$ cat src/rtl/core/dms_pkg.sv
// ----------------------------------------------------------------------------
// dms_pkg
// Shared types and constants of the delimiter message splitter.
// ----------------------------------------------------------------------------
`default_nettype none

package dms_pkg;

  // operation codes of an input request
  localparam logic OP_DATA  = 1'b0;
  localparam logic OP_CLEAR = 1'b1;

  // configuration register indexes
  localparam logic REG_SEP_LENGTH = 1'b0;
  localparam logic REG_SEP_BYTES  = 1'b1;

  // configuration reset values (CR LF separator)
  localparam logic [3:0]  SEP_LENGTH_RESET = 4'd2;
  localparam logic [63:0] SEP_BYTES_RESET  = 64'h0000_0000_0000_0D0A;

  // fixed field widths
  localparam int OFFSET_W = 16;
  localparam int SIZE_W   = 17;

  // classified request handed from front to back
  typedef struct packed {
    logic       is_clear;
    logic [7:0] data_byte;
    logic       overflow;
  } q_entry_t;

  // front to queue push port
  typedef struct packed {
    logic     push;
    q_entry_t entry;
  } q_push_t;

endpackage

`default_nettype wire

$ cat src/rtl/core/delimiter_message_splitter.sv
// ----------------------------------------------------------------------------
// delimiter_message_splitter
// Splits a byte stream into parts that end with a configured separator.
// ----------------------------------------------------------------------------
//
//   channel   handshake              payload
//   input     in_valid / in_ready    op, data_byte
//   output    out_valid / out_ready  part_offset, part_bytes, overflow
//   config    cfg_we                 cfg_index, cfg_data
//
// One request per cycle while the output is not stalled; a completing byte
// goes through a queue slot, then the result register, into a part record.
// in_ready drops only when both queue slots are held by a stalled output.
// Reset is synchronous; the block accepts requests the cycle after rst falls.
// Bytes past BUF_BYTES are dropped at the front and set the sticky overflow.
// ----------------------------------------------------------------------------
`default_nettype none

module delimiter_message_splitter #(
  parameter int BUF_BYTES = 65536,
  parameter int SEP_MAX   = 8
) (
  input  wire logic        clk,
  input  wire logic        rst,
  input  wire logic        in_valid,
  output logic             in_ready,
  input  wire logic        op,
  input  wire logic [7:0]  data_byte,
  output logic             out_valid,
  input  wire logic        out_ready,
  output logic [dms_pkg::OFFSET_W-1:0] part_offset,
  output logic [dms_pkg::SIZE_W-1:0]   part_bytes,
  output logic             overflow,
  input  wire logic        cfg_we,
  input  wire logic        cfg_index,
  input  wire logic [63:0] cfg_data
);
  import dms_pkg::*;

  q_push_t  q_push;
  q_entry_t q_entry;
  logic     q_full;
  logic     q_valid;
  logic     q_pop;

  // request classification
  dms_front #(
    .BUF_BYTES (BUF_BYTES)
  ) u_front (
    .clk       (clk),
    .rst       (rst),
    .in_valid  (in_valid),
    .in_ready  (in_ready),
    .op        (op),
    .data_byte (data_byte),
    .q_full    (q_full),
    .q_push    (q_push)
  );

  // decoupling queue
  dms_queue u_queue (
    .clk     (clk),
    .rst     (rst),
    .q_push  (q_push),
    .q_full  (q_full),
    .q_valid (q_valid),
    .q_entry (q_entry),
    .q_pop   (q_pop)
  );

  // matching and result output
  dms_back #(
    .BUF_BYTES (BUF_BYTES),
    .SEP_MAX   (SEP_MAX)
  ) u_back (
    .clk         (clk),
    .rst         (rst),
    .cfg_we      (cfg_we),
    .cfg_index   (cfg_index),
    .cfg_data    (cfg_data),
    .q_valid     (q_valid),
    .q_entry     (q_entry),
    .q_pop       (q_pop),
    .out_valid   (out_valid),
    .out_ready   (out_ready),
    .part_offset (part_offset),
    .part_bytes  (part_bytes),
    .overflow    (overflow)
  );

endmodule

`default_nettype wire

$ cat src/rtl/core/dms_front.sv
// ----------------------------------------------------------------------------
// dms_front
// Accepts input requests, tracks buffer fill and drops bytes past capacity.
// ----------------------------------------------------------------------------
`default_nettype none

module dms_front #(
  parameter int BUF_BYTES = 65536
) (
  input  wire logic             clk,
  input  wire logic             rst,
  input  wire logic             in_valid,
  output logic                  in_ready,
  input  wire logic             op,
  input  wire logic [7:0]       data_byte,
  input  wire logic             q_full,
  output dms_pkg::q_push_t      q_push
);
  import dms_pkg::*;

  localparam int PW = $clog2(BUF_BYTES + 1);

  logic [PW-1:0] fill;
  logic          overflow_flag;
  logic          accept;
  logic          full_buf;

  assign in_ready = !q_full;
  assign accept   = in_valid && in_ready;
  assign full_buf = (fill >= PW'(BUF_BYTES));

  // classify the request
  always_comb begin
    q_push.push           = 1'b0;
    q_push.entry.is_clear = (op == OP_CLEAR);
    q_push.entry.data_byte = data_byte;
    q_push.entry.overflow = overflow_flag;
    if (accept) begin
      q_push.push = (op == OP_CLEAR) || !full_buf;
    end
  end

  // fill count and sticky overflow
  always_ff @(posedge clk) begin
    if (rst) begin
      fill          <= '0;
      overflow_flag <= 1'b0;
    end else if (accept) begin
      if (op == OP_CLEAR) begin
        fill <= '0;
      end else if (full_buf) begin
        overflow_flag <= 1'b1;
      end else begin
        fill <= fill + PW'(1);
      end
    end
  end

endmodule

`default_nettype wire

$ cat src/rtl/core/dms_queue.sv
// ----------------------------------------------------------------------------
// dms_queue
// Two-entry request queue between the front and the back.
// ----------------------------------------------------------------------------
`default_nettype none

module dms_queue (
  input  wire logic             clk,
  input  wire logic             rst,
  input  wire dms_pkg::q_push_t q_push,
  output logic                  q_full,
  output logic                  q_valid,
  output dms_pkg::q_entry_t     q_entry,
  input  wire logic             q_pop
);
  import dms_pkg::*;

  q_entry_t   slots [2];
  logic       wr_ptr;
  logic       rd_ptr;
  logic [1:0] count;

  assign q_full  = (count == 2'd2);
  assign q_valid = (count != 2'd0);
  assign q_entry = slots[rd_ptr];

  // slot storage
  always_ff @(posedge clk) begin
    if (q_push.push) begin
      slots[wr_ptr] <= q_push.entry;
    end
  end

  // pointers and occupancy
  always_ff @(posedge clk) begin
    if (rst) begin
      wr_ptr <= 1'b0;
      rd_ptr <= 1'b0;
      count  <= 2'd0;
    end else begin
      if (q_push.push) begin
        wr_ptr <= !wr_ptr;
      end
      if (q_pop) begin
        rd_ptr <= !rd_ptr;
      end
      if (q_push.push && !q_pop) begin
        count <= count + 2'd1;
      end else if (q_pop && !q_push.push) begin
        count <= count - 2'd1;
      end
    end
  end

endmodule

`default_nettype wire

$ cat src/rtl/core/dms_back.sv
// ----------------------------------------------------------------------------
// dms_back
// Holds the separator window, matches the newest byte and emits part records.
// ----------------------------------------------------------------------------
`default_nettype none

module dms_back #(
  parameter int BUF_BYTES = 65536,
  parameter int SEP_MAX   = 8
) (
  input  wire logic             clk,
  input  wire logic             rst,
  input  wire logic             cfg_we,
  input  wire logic             cfg_index,
  input  wire logic [63:0]      cfg_data,
  input  wire logic             q_valid,
  input  wire dms_pkg::q_entry_t q_entry,
  output logic                  q_pop,
  output logic                  out_valid,
  input  wire logic             out_ready,
  output logic [dms_pkg::OFFSET_W-1:0] part_offset,
  output logic [dms_pkg::SIZE_W-1:0]   part_bytes,
  output logic                  overflow
);
  import dms_pkg::*;

  localparam int PW = $clog2(BUF_BYTES + 1);
  localparam int XW = (PW > SIZE_W) ? PW : SIZE_W;
  localparam int SW = 8 * SEP_MAX;

  logic [3:0]    sep_length;
  logic [63:0]   sep_bytes;
  logic [SW-1:0] recent;
  logic [SW-1:0] recent_next;
  logic [PW-1:0] wr_pos;
  logic [PW-1:0] wr_pos_next;
  logic [PW-1:0] part_start;
  logic [PW-1:0] part_len;
  logic [3:0]    eff_len;
  logic          window_ok;
  logic          match;
  logic          take;
  logic [XW-1:0] off_ext;
  logic [XW-1:0] size_ext;

  // configuration registers
  always_ff @(posedge clk) begin
    if (rst) begin
      sep_length <= SEP_LENGTH_RESET;
      sep_bytes  <= SEP_BYTES_RESET;
    end else if (cfg_we) begin
      unique case (cfg_index)
        REG_SEP_LENGTH: sep_length <= cfg_data[3:0];
        REG_SEP_BYTES:  sep_bytes  <= cfg_data;
        default:        sep_length <= sep_length;
      endcase
    end
  end

  // effective separator length
  always_comb begin
    priority if (sep_length == 4'd0) begin
      eff_len = 4'd1;
    end else if (sep_length > 4'(SEP_MAX)) begin
      eff_len = 4'(SEP_MAX);
    end else begin
      eff_len = sep_length;
    end
  end

  // window compare on the newest bytes
  assign recent_next = (recent << 8) | SW'(q_entry.data_byte);

  always_comb begin
    window_ok = 1'b1;
    for (int i = 0; i < SEP_MAX; i++) begin
      if ((4'(i) < eff_len) && (recent_next[8*i +: 8] != sep_bytes[8*i +: 8])) begin
        window_ok = 1'b0;
      end
    end
  end

  assign wr_pos_next = wr_pos + PW'(1);
  assign part_len    = wr_pos_next - part_start;
  assign match       = window_ok && (part_len >= PW'(eff_len));

  assign take  = !out_valid || out_ready;
  assign q_pop = q_valid && take;

  // position tracking and window shift
  always_ff @(posedge clk) begin
    if (rst) begin
      wr_pos     <= '0;
      part_start <= '0;
    end else if (q_pop) begin
      if (q_entry.is_clear) begin
        wr_pos     <= '0;
        part_start <= '0;
      end else begin
        wr_pos <= wr_pos_next;
        if (match) begin
          part_start <= wr_pos_next;
        end
      end
    end
  end

  always_ff @(posedge clk) begin
    if (q_pop && !q_entry.is_clear) begin
      recent <= recent_next;
    end
  end

  // result register
  assign off_ext  = XW'(part_start);
  assign size_ext = XW'(part_len);

  always_ff @(posedge clk) begin
    if (rst) begin
      out_valid <= 1'b0;
    end else if (take) begin
      out_valid <= q_pop && !q_entry.is_clear && match;
    end
  end

  always_ff @(posedge clk) begin
    if (q_pop && !q_entry.is_clear && match) begin
      part_offset <= off_ext[OFFSET_W-1:0];
      part_bytes  <= size_ext[SIZE_W-1:0];
      overflow    <= q_entry.overflow;
    end
  end

endmodule

`default_nettype wire

$ cat config.mk
export PLATFORM = sky130hd
export DESIGN_NAME = delimiter_message_splitter
export DESIGN_NICKNAME = d
export VERILOG_FILES = /design/src/rtl/core/dms_pkg.sv /design/src/rtl/core/delimiter_message_splitter.sv /design/src/rtl/core/dms_front.sv /design/src/rtl/core/dms_queue.sv /design/src/rtl/core/dms_back.sv
export SDC_FILE = /design/constraint.sdc
export NUM_CORES = 1
export LEC_CHECK = 0
export ABC_CLOCK_PERIOD_IN_PS = 11000
export BUFFER_PORTS_ARGS = -buffer_cell sky130_fd_sc_hd__buf_2
export CORE_MARGIN = 2
export CORE_UTILIZATION = 63
export DETAILED_ROUTE_END_ITERATION = 8
export GPL_ROUTABILITY_DRIVEN = 1
export PLACE_DENSITY = 0.9
export SYNTH_ARGS = -nofsm -noshare
export SYNTH_HDL_FRONTEND = slang
export SYNTH_SLANG_ARGS = --single-unit
$ cat constraint.sdc
create_clock -name clk -period 11 [get_ports clk]
set_clock_uncertainty 0.15 [all_clocks]
set_input_delay 0 -clock clk [delete_from_list [all_inputs] [get_ports clk]]
set_output_delay 0 -clock clk [all_outputs]
set_load 0.05 [all_outputs]
==> results of run 1 <==
==> routing by layer <==
metal	part of all wire	wire, um	vias up	GRT usage
li1	-	-	3770	-
met1	0.36	10200	3951	0.356
met2	0.50	14100	495	0.570
met3	0.072	2030	155	0.0575
met4	0.066	1880	0	0.195
met5	0	0	-	0
==> cell families after synthesis <==
logic type / Yosys count / share of synthesized area
and+or+nand+nor: 320 / 0.142
adders and majority gates: 24 / 0.0302
xor gates and xnor gates: 106 / 0.0923
AOI/OAI and AO/OA: 176 / 0.116
DFF: 236 / 0.571
buffers and inverters: 88 / 0.0343
muxes: 13 / 0.0141
==> where the power goes <==
group / internal (mW) / switching [mW]
combinational: 0.169 / 0.275
sequential: 1.05 / 0.0754
clock: 0.614 / 0.367
total: 1.84 / 0.717
==> layout by cell type, fill, tap and decap left out, types with 3 or more instances in the layout <==
master / n
dlygate4sd3_1: 106
clkinv_2: 6
clkbuf_16: 25
o32ai_1: 8
a21o_1: 9
and3_1: 5
edfxtp_1: 110
nor2b_1: 3
clkinv_1: 3
and2_1: 4
nand4_1: 13
mux2_2: 11
buf_2: 113
xor2_1: 56
a21oi_1: 98
buf_4: 5
nand2_1: 167
xnor2_1: 49
nand3_1: 11
o32ai_2: 10
bufinv_16: 8
nand2b_1: 9
o211ai_1: 5
nand3b_1: 10
a22oi_1: 9
o21ai_0: 16
or3_1: 11
nor3_1: 4
inv_1: 49
nor2_1: 64
nor4_1: 9
dfxtp_1: 126
ha_1: 23
==> final cells by class <==
cell class	count	area, um2	area share
clock buffers	28	647	0.0500
clock inverters	18	305	0.0236
inverters	51	191	0.0148
multi-input cells	639	4040	0.312
flip-flops and latches	236	5830	0.450
well taps	216	270	0.0209
repair buffers	224	1660	0.129
==> final timing paths <==
kind / start / end / slack, ns / cells past startpoint
worst max-delay path: u_back.wr_pos[2] / u_back.off_ext[2] / 5.89 / 16
worst min-delay path: data_byte[4] / u_queue.slots[0][5] / 0.05 / 2
worst max register to register: u_back.wr_pos[2] / u_back.off_ext[2] / 5.89 / 16
worst min register to register: u_back.off_ext[7] / u_back.part_offset[7] / 0.28 / 0
==> worst max-delay path: stages, from the launching register on <==
cell and delay (ns):
dfxtp_1 0.46, and3_1 0.22, and3_1 0.24, nand3_1 0.25, nor2_1 0.33, nand3_1 0.18
xnor2_1 0.31, ha_1 0.39, a21o_1 0.21, a21o_1 0.16, a21oi_1 0.19, o41ai_2 0.11
xor2_1 0.19, nor3_1 0.37, a211oi_4 0.12, nand2b_1 0.74, o32ai_1 0.26
==> sequential cells by signal (all words and copies together), names as in the netlist, named ones only <==
name and count:
u_front.fill 17, u_back.part_offset 16, u_front.overflow_flag 1, u_back.wr_pos 17
u_queue.wr_ptr 1, u_back.sep_bytes 64, u_back.recent 56, u_queue.rd_ptr 1
u_queue.slots 20, u_back.out_valid 1, u_back.off_ext 17, u_back.sep_length 4
u_queue.count 2, u_back.part_bytes 17, u_back.overflow 1
==> timing repair <==
action | CTS | global route
endpoints found under the hold margin | 108 | 0
setup endpoints to repair | 0 | 0
hold buffers | 106 | 0
==> metrics by stage <==
stage | area (um2) | util | hold slack (ns) | setup slack [ns] | power (mW)
6_report | 12900 | 0.818 | 0.0514 | 5.89 | 2.55
5_1_grt | 12900 | 0.818 | 0.0449 | 5.64 | 2.62
4_1_cts | 12900 | 0.818 | 0.0306 | 6.09 | 2.50
3_5_place_dp | 10900 | 0.690 | 0.0414 | 6.19 | 1.51
3_3_place_gp | 10900 | 0.690 | 0.0380 | 6.47 | 1.49
2_1_floorplan | 10200 | - | -0.0511 | 5.85 | 1.40
==> impl_metrics.csv, run 1 <==
group,metric,value,unit
hold_path,min_path_type,"input pin to flop",
cts,cts.sinks,236,
synthesis,synth_top_flop_cell,"dfxtp_1",
global_route,grt_pass1_vias,8602,
synthesis,syn_avg_cell_area,10.6,um2
cts,clkLatencyLatePin,0.54,ns
cts,post-cts-setup-buffer-count,0,
die,dieArea,17200,um2
layout,syn2layout_area_growth,26.8,%
power,power.density,197,nW/um2
drt,final_antenna_net_count,0,
synthesis,synth_cells,963,
place,dp.cells,1260,
synthesis,ys_ff_latch,236,
synthesis,synth_top_area_cell,"edfxtp_1",
die,rows,46,
cts,clkTransAtPathRegs,0.08,ns
layout,fin_cells,1412,
timing,worst_pin_slew,1.29,ns
cts,cts_resized,0,
worst_setup_path,path_max_fanout,17,
drt,drc,0,
die,io_pins,115,
layout,drive_gt1_frac,0.161,
status,outcome,"complete, no violations",
cts,root_buffer,"clkbuf_16",
timing,fmax,196,MHz
power,ir_worst_vdd,0.187,mV
place,dp_hpwl,14200,um
synthesis,syn_nets,1066,
drt,drtIter0Drc,917,
synthesis,yosys-top-cells-count,"nand2_1 (168), dfxtp_1 (126), edfxtp_1 (110)",
die,core,15800,um2
drt,vias,8371,
synthesis,synth_edf_count,110,
drt,firstDrtPassIters,6,
job,cap_violations,0,
cts,cts_tree,"yes",
die,die_height,131,um
timing,setup_tns,0,ns
synthesis,ys_types,60,
global_route,grt_pass1_wl,44000,um
die,initial_core_util,0.645,
synthesis,seq_area_frac_synth,0.571,
synthesis,yosys_warnings,0,
timing,post-route-period-util,0.464,
layout,num_antenna_cells,0,
drt,postRouteWirelength,28200,um
place,place.gp.congestion,0.847,
worst_setup_path,end_kind,"flop",
timing,final_max_slew_viol_count,0,
global_route,grt_usage,0.320,
timing,setup_viol,0,
layout,nNetsFinal,1280,
place,port_buffers,114,
layout,fill_cells,766,
die,die_w,131,um
timing,rsz0062_at_grt,"false",
cts,numCtsBuffers,25,
timing,max_slew_margin,0.136,
synthesis,yosys-top-cells-area,"edfxtp_1 (32%), dfxtp_1 (25%), nand2_1 (6.2%)",
global_route,grt_max_degree,68,
global_route,grt_antenna_before_repair,0,
global_route,globalRouteOverflowTotal,0,
power,leakage,5.02,nW
synthesis,synth_most_common_cell,"nand2_1",
synthesis,synth_top_area_share,0.324,
cts,cts.path.max_buffers,3,
drt,vias_per_cell,5.93,
worst_setup_path,critPathKind,"flop to flop",
worst_setup_path,cp.required,11.19,ns
timing,finalCriticalPeriod,5.11,ns
worst_setup_path,cp.arrival,5.30,ns
worst_setup_path,crit_path_start_kind,"flop",
drt,routedWlPerCell,20.0,um
timing,hold_viol_final,0,
synthesis,async_flop_share,0,
cts,htree_num_levels,1,
synthesis,netlist_area,10200,um2
Note: power is estimated with default switching activity, not from simulation.
==> run 2: changes to the inputs <==
ABC_CLOCK_PERIOD_IN_PS = 4900   (was 11000)
CORE_UTILIZATION = 58   (was 63)
PLACE_DENSITY = 0.84   (was 0.9)
clock period = 4.9 ns   (was 11 ns; I/O delays follow)
==> impl_metrics.csv, run 2 (synthesis results as in run 1) <==
group,metric,value,unit
place,place.gp.congestion,0.830,
power,ir_worst_vdd,0.399,mV
job,cap_violations,0,
worst_setup_path,crit_top_cell,"ha_1",
drt,vias_per_cell,5.55,
worst_setup_path,cp_slowest_stage_delay,0.48,ns
timing,max_slew_margin,0.216,
global_route,globalRouteOverflowTotal,0,
layout,final_area,12700,um2
die,rows,48,
worst_setup_path,end_kind,"flop",
cts,clkTransAtPathRegs,0.06,ns
die,initial_core_util,0.592,
timing,post-route-period-util,0.925,
drt,drc,0,
drt,drtIter0Drc,625,
cts,cts_tree,"yes",
timing,finalCriticalPeriod,4.53,ns
power,power.density,426,nW/um2
timing,worst_pin_slew,1.18,ns
cts,numCtsBuffers,25,
timing,final.setup.worst_slack,0.369,ns
worst_setup_path,cp.required,4.95,ns
power,combinationalPowerShare,0.173,
timing,hold_slack,0.0571,ns
drt,vias,7795,
layout,syn2layout_area_growth,24.2,%
layout,largest_register,"u_back.sep_bytes",
global_route,grt_usage,0.260,
worst_setup_path,crit_path_top_delay_cell,"a211oi_4",
drt,postRouteWirelength,24400,um
timing,fmax,221,MHz
layout,nNetsFinal,1262,
worst_setup_path,crit_path_start_kind,"flop",
layout,final_cell_mix,"nand2_1 (167), dfxtp_1 (126), buf_2 (113)",
power,clockPowerShare,0.362,
timing,setup_viol,0,
worst_setup_path,crit_chain,"ha_1, nand3_1, xnor2_1, ha_1, a21o_1, a211o_1, o21ai_0, a21boi_0, o211ai_1, nor4_4, a211oi_4, buf_4",
power,swShare,0.275,
layout,largest_reg_flops,64,
timing,final_max_slew_viol_count,0,
cts,cts.sinks,236,
place,place_area,11000,um2
layout,reg.largest.list,"u_back.sep_bytes x64, u_back.recent x56, u_queue.slots x20",
cts,cts.path.max_buffers,3,
drt,routedWlPerCell,17.4,um
worst_setup_path,critPathKind,"flop to flop",
status,outcome,"complete, no violations",
cts,htree_num_levels,1,
power,p_seq_frac,0.465,
power,leakage,4.86,nW
power,p_sw,1.49,mW
layout,drive_gt1_frac,0.163,
cts,root_buffer,"clkbuf_16",
place,port_buffers,114,
die,core,17200,um2
die,io_pins,115,
place,pre_cts_ws,0.251,ns
cts,clkLatencyLatePin,0.53,ns
die,die_w,137,um
worst_setup_path,cp.arrival,4.58,ns
hold_path,min_path_type,"input pin to flop",
power,p_int,3.92,mW
global_route,grt_pass1_vias,7935,
die,die_height,137,um
global_route,grt_pass1_wl,38400,um
layout,final_common_cell,"nand2_1",
drt,firstDrtPassIters,7,
timing,rsz0062_at_grt,"false",
die,dieArea,18700,um2
global_route,grt_antenna_before_repair,3,
global_route,grt_max_degree,71,
drt,final_antenna_net_count,0,
place,dp_hpwl,13900,um
timing,hold_viol_final,0,
worst_setup_path,path_max_fanout,17,
timing,setup_tns,0,ns
run 2: final timing paths:
check	startpoint	endpoint	slack (ns)	depth (start not counted)
max	u_back.wr_pos[0]	u_back.part_offset[10]	0.37	12
min	data_byte[7]	u_queue.slots[0][8]	0.06	2
max reg2reg	u_back.wr_pos[0]	u_back.part_offset[10]	0.37	12
min reg2reg	u_back.off_ext[14]	u_back.part_offset[14]	0.28	0
run 2: what timing repair did:
action	in CTS	in global routing
buffers inserted	0	0
hold endpoints to repair	134	0
hold buffers	83	0
resized for setup	0	1
setup endpoints to repair	0	17
run 2: critical path: cells and delay by family, from the launching register on:
family | cells | cell delay (ns)
and+or+nand+nor | 2 | 0.24
AOI/OAI and AO/OA | 6 | 1.99
xor gates and xnor gates | 1 | 0.35
adders and majority gates | 2 | 0.70
buffers and inverters | 1 | 0.34
DFF | 1 | 0.44
run 2: final cells by class:
type                       instances  area (um2)
tap                              225         282
fill                            1081        4560
clock buffer                      33         676
inverter                          51         191
multi-input combinational        639        4050
timing repair buffer             206        1470
sequential                       236        5830
antenna                            3        7.51
clock inverter                    12         174
run 2: power groups by stage:
stage	registers (mW)	clock network (mW)	logic (mW)
2_1_floorplan	2.50	0	0.654
3_3_place_gp	2.53	0	0.823
3_5_place_dp	2.54	0	0.844
4_1_cts	2.50	1.96	0.907
5_1_grt	2.53	2.05	1.02
6_report	2.51	1.95	0.934
run 2: routing by layer:
metal  part of all wire  global-route usage  wire [um]
met1               0.40               0.312       9660
met2               0.50               0.461      12300
met3              0.058              0.0407       1420
met4              0.042               0.117       1010
met5                  0                   0          0
run 2: metrics by stage:
| step | util | instances | total power, mW |
|---|---|---|---|
| final | 0.735 | 1405 | 5.40 |
| after global routing | 0.735 | 1405 | 5.61 |
| after CTS | 0.734 | 1402 | 5.37 |
| after detailed placement | 0.637 | 1274 | 3.39 |
| after global placement | 0.637 | 1274 | 3.35 |
| after floorplan | - | 963 | 3.16 |
